==> src/rtl/pserm_pkg.sv <==
// Shared types and codes for the per-source event ring buffer.
package pserm_pkg;

  localparam logic [2:0] ST_OK       = 3'd0;
  localparam logic [2:0] ST_NONE     = 3'd1;
  localparam logic [2:0] ST_INVALID  = 3'd2;
  localparam logic [2:0] ST_NOSPACE  = 3'd3;
  localparam logic [2:0] ST_STALE    = 3'd4;
  localparam logic [2:0] ST_RANGE    = 3'd5;
  localparam logic [2:0] ST_OVERFLOW = 3'd6;

  localparam logic CMD_PUSH = 1'b0;
  localparam logic CMD_POP  = 1'b1;

  typedef struct packed {
    logic        cmd;
    logic [7:0]  source_index;
    logic [15:0] in_kind;
    logic [63:0] in_value;
    logic [63:0] in_address;
    logic [63:0] after_sequence;
  } item_t;

  typedef struct packed {
    logic [2:0]  status;
    logic [15:0] out_kind;
    logic [63:0] out_value;
    logic [63:0] out_address;
    logic [7:0]  out_source;
    logic [63:0] out_sequence;
    logic [63:0] lost_total;
  } result_t;

  typedef struct packed {
    logic [63:0] sequence_num;
    logic [15:0] kind;
    logic [63:0] value;
    logic [63:0] address;
  } slot_t;

  typedef struct packed {
    logic lt;
    logic eq;
  } cmp_t;

endpackage

==> src/rtl/pserm_cmp.sv <==
// Shared 64-bit magnitude comparator.
module pserm_cmp
  import pserm_pkg::*;
(
  input  logic [63:0] a_i,
  input  logic [63:0] b_i,
  output cmp_t        res_o
);

  assign res_o.lt = (a_i < b_i);
  assign res_o.eq = (a_i == b_i);

endmodule

==> config.mk <==
export PLATFORM = sky130hd
export DESIGN_NAME = pserm_cmp
export DESIGN_NICKNAME = d
export VERILOG_FILES = /design/src/rtl/pserm_pkg.sv /design/src/rtl/pserm_cmp.sv
export SDC_FILE = /design/constraint.sdc
export NUM_CORES = 1
export LEC_CHECK = 0
export ABC_AREA = 1
export BUFFER_PORTS_ARGS = -buffer_cell sky130_fd_sc_hd__buf_4
export CAP_MARGIN = 0
export CORE_AREA = 2 2 70 72
export DETAILED_ROUTE_END_ITERATION = 7
export DIE_AREA = 0 0 72 74
export PLACE_DENSITY = 0.86
export SYNTH_ARGS = -nofsm -noshare
export SYNTH_HDL_FRONTEND = slang
export SYNTH_SLANG_ARGS = --single-unit
==> constraint.sdc <==
create_clock -name vclk -period 2.95
set_clock_uncertainty 0.2 [all_clocks]
set_input_delay 0.7375 -clock vclk [all_inputs]
set_output_delay 0.7375 -clock vclk [all_outputs]
set_load 0.05 [all_outputs]
# Word level (Yosys, flattened, before mapping)
# Cells that the tools add are included.
# Widths: inputs -> output; s select.
[word_totals] out_inout_bits=2 input_bits=128 elab_cells=2 ff_bits=0
[op_classes] n_eq_ne=1 magnitude_cmp=1
[ops] op="$eq 64x64->1" n=1
[ops] op="$lt 64x64->1" n=1

# Depth between registers and ports, before layout
[depth] word_depth=1 mapped_depth=14 mapped_depth_nobuf=14

# Worst setup path before layout
# No wires, ideal clock.
[synth_timing] path_type="in2out" from="in b_i[61]" to="out res_o[1] (netlist name)" path_buffers=0 stages=9 slack_ns=-0.303 arrival_time_ns=2.316 cell_sequence="inv_1 ha_1 a21oi_1 nor2_1 nor3_1 nand2_1 a21oi_1 nand2_1 a21oi_1"
[synth_rtl] item="start: declaration" line_no="pserm_cmp.sv:6" source="input logic [63:0] b_i,"
[synth_rtl] item="end: declaration" line_no="pserm_cmp.sv:7" source="output cmp_t res_o"

==> out/results.txt <==
Worst-Margin Slew = 0.2826 ns
Initial antenna violation count = 0
Critical path fanouts, max = 2
Commonest non-fill, non-tap cell in the layout = buf_4
Layout cells sized above 1 = 50.49%
Min-Delay Endpoint = res_o[1]
DR WL/cell = 11.92 um
WL final = 5554 um
Post-DRT Antenna Nets = 0
Filler cells = 385
IO Pins = 130
# DRC = 0
Slew Limit Fails = 0
Die Wd = 72 um
1st-pass router iterations = 4
Hold depth = 8
Placed cell areas = 2873 um^2
Hold WS = 1.899 ns
Setup crit start = a_i[29]
Area occupied by multi-input gates = 1859 um^2
DP HPWL = 4632 um
Total power = 0.4462 mW
First-pass GRT wire length = 8121 um
Core Area = 4598 um^2
Most frequent cells in the layout = buf_4, inv_1, nand2_1
Worst EP arrival = 2.05 ns
Final setup violation count = 2
Register area share after synthesis = 0%
Worst Setup End Kind = primary output
Critical path type = input port to primary output
Final nets = 606
Worst Path Required = 2.01 ns
Failing checks = setup timing
Cts hold-fix bufs = 0
Slew margin rel. = 81.02%
Placed instance count = 464
DIE AREA = 5328 um^2
Synthesized net count = 470
Status = finished, violations left
FF+latch area = 0 um^2
Pwr Density = 136.4 nW/um^2
Largest net degree at the start of global routing = 4
Hold Path Origin = a_i[63]
Post-Syn Area = 1722 um^2
Final GP Congestion = 0.8125
Cells after synthesis = 278
Vias in the first global route = 2106
Syn avg cell area = 6.193 um^2
Maximum vdd drop = 0.00006976 V
Vias/cell = 4.667
RSZ-0062 raised after global routing = yes
Non-filler cells, final = 466
# port buffers = 130
Distinct cell type count after synthesis = 17
Die Span Y = 74 um
Gr usage total = 18.52%
Pleak = 1.881 nW
FMAX = 334.4 MHz
DR vias = 2175
Crit share post-route = 101.4%
Endpoints failing hold = 0
Design area = 3272 um^2
Hold Crit Class = input port to primary output
MaxCap Viol Count = 0
Min cycle time layout = 2.991 ns
Num sequential = 0
Initial DRC count = 22
Worst setup margin = -0.04087 ns
N_diodes = 0
Starting Density = 37.44%
Startpoint Class = input port
CLK BUF = 0
Row count = 25
Layout area overhead = 90.04%
GRT overflow = 0
Synth warnings = 0
[per-layer routing]
metal / up-vias / part of all wire (%) / global-route usage [%]
met1: 942 / 34 / 17.06
met2: 76 / 59 / 43.42
met5: - / 0 / 0
met3: 6 / 5.9 / 1.220
li1: 1151 / - / -
met4: 0 / 1.0 / 2.516
[worst max path at each step]
stage                           to  slack (ns)  cells after the start
after global routing      res_o[0]       -0.18                     10
after CTS                 res_o[0]       -0.03                      9
after global placement    res_o[0]       -0.14                      9
after floorplan           res_o[0]       0.005                      8
after detailed placement  res_o[0]       -0.17                      9
final                     res_o[0]       -0.04                      9
[repair_timing]
item / 4_1_cts / 5_1_grt
setup endpoints to repair: 2 / 2
resized for setup: 56 / 15
pin swaps: 25 / 7
buffers inserted: 2 / 0
[synthesized netlist by cell type (all sizes together)]
cell,number,area [um^2]
a21o,1,7.510
a21oi,28,140.1
ha,64,800.8
inv,77,289.0
nand2,67,256.5
nand3,4,20.02
nand4,4,25.02
nor2,17,63.81
nor3,5,30.03
nor4,2,33.78
o21a,2,15.01
o21ai,5,25.02
o21bai,2,15.01
[report_power, final]
group | total [mW] | internal [mW] | switching (mW)
registers | 0 | 0 | 0
clock network | 0 | 0 | 0
logic | 0.446 | 0.251 | 0.196
total | 0.446 | 0.251 | 0.196
[logic make-up (layout without fill, tap and decap cells)]
group,after synthesis,in the layout,share of synthesized area (%)
and+or+nand+nor,99,99,24.93
adders and majority gates,64,64,46.51
buffers and inverters,77,211,16.79
AOI/OAI and AO/OA,38,38,11.77
[area by class of cell]
type	count	area share (%)
inverter	77	9.216
timing repair buffer	134	31.89
multi-input combinational	201	56.83
tap	54	2.065
[per-stage QoR]
step	util (%)	setup slack, ns	setup TNS (ns)
2_1_floorplan	-	0.004670	0
3_3_place_gp	62.48	-0.1386	-0.2597
3_5_place_dp	62.48	-0.1737	-0.3188
4_1_cts	69.42	-0.02883	-0.04404
5_1_grt	71.16	-0.1833	-0.2886
6_report	71.16	-0.04087	-0.05574
[worst max-delay path, stage by stage]
cell and delay [ns]:
buf_4 0.11, ha_1 0.28, nand2_1 0.06, nor2_2 0.14
nand2_2 0.09, nor2_2 0.14, nand4_1 0.15, nor3_4 0.16
buf_6 0.18
No activity file was read; power rests on OpenSTA's default activity.
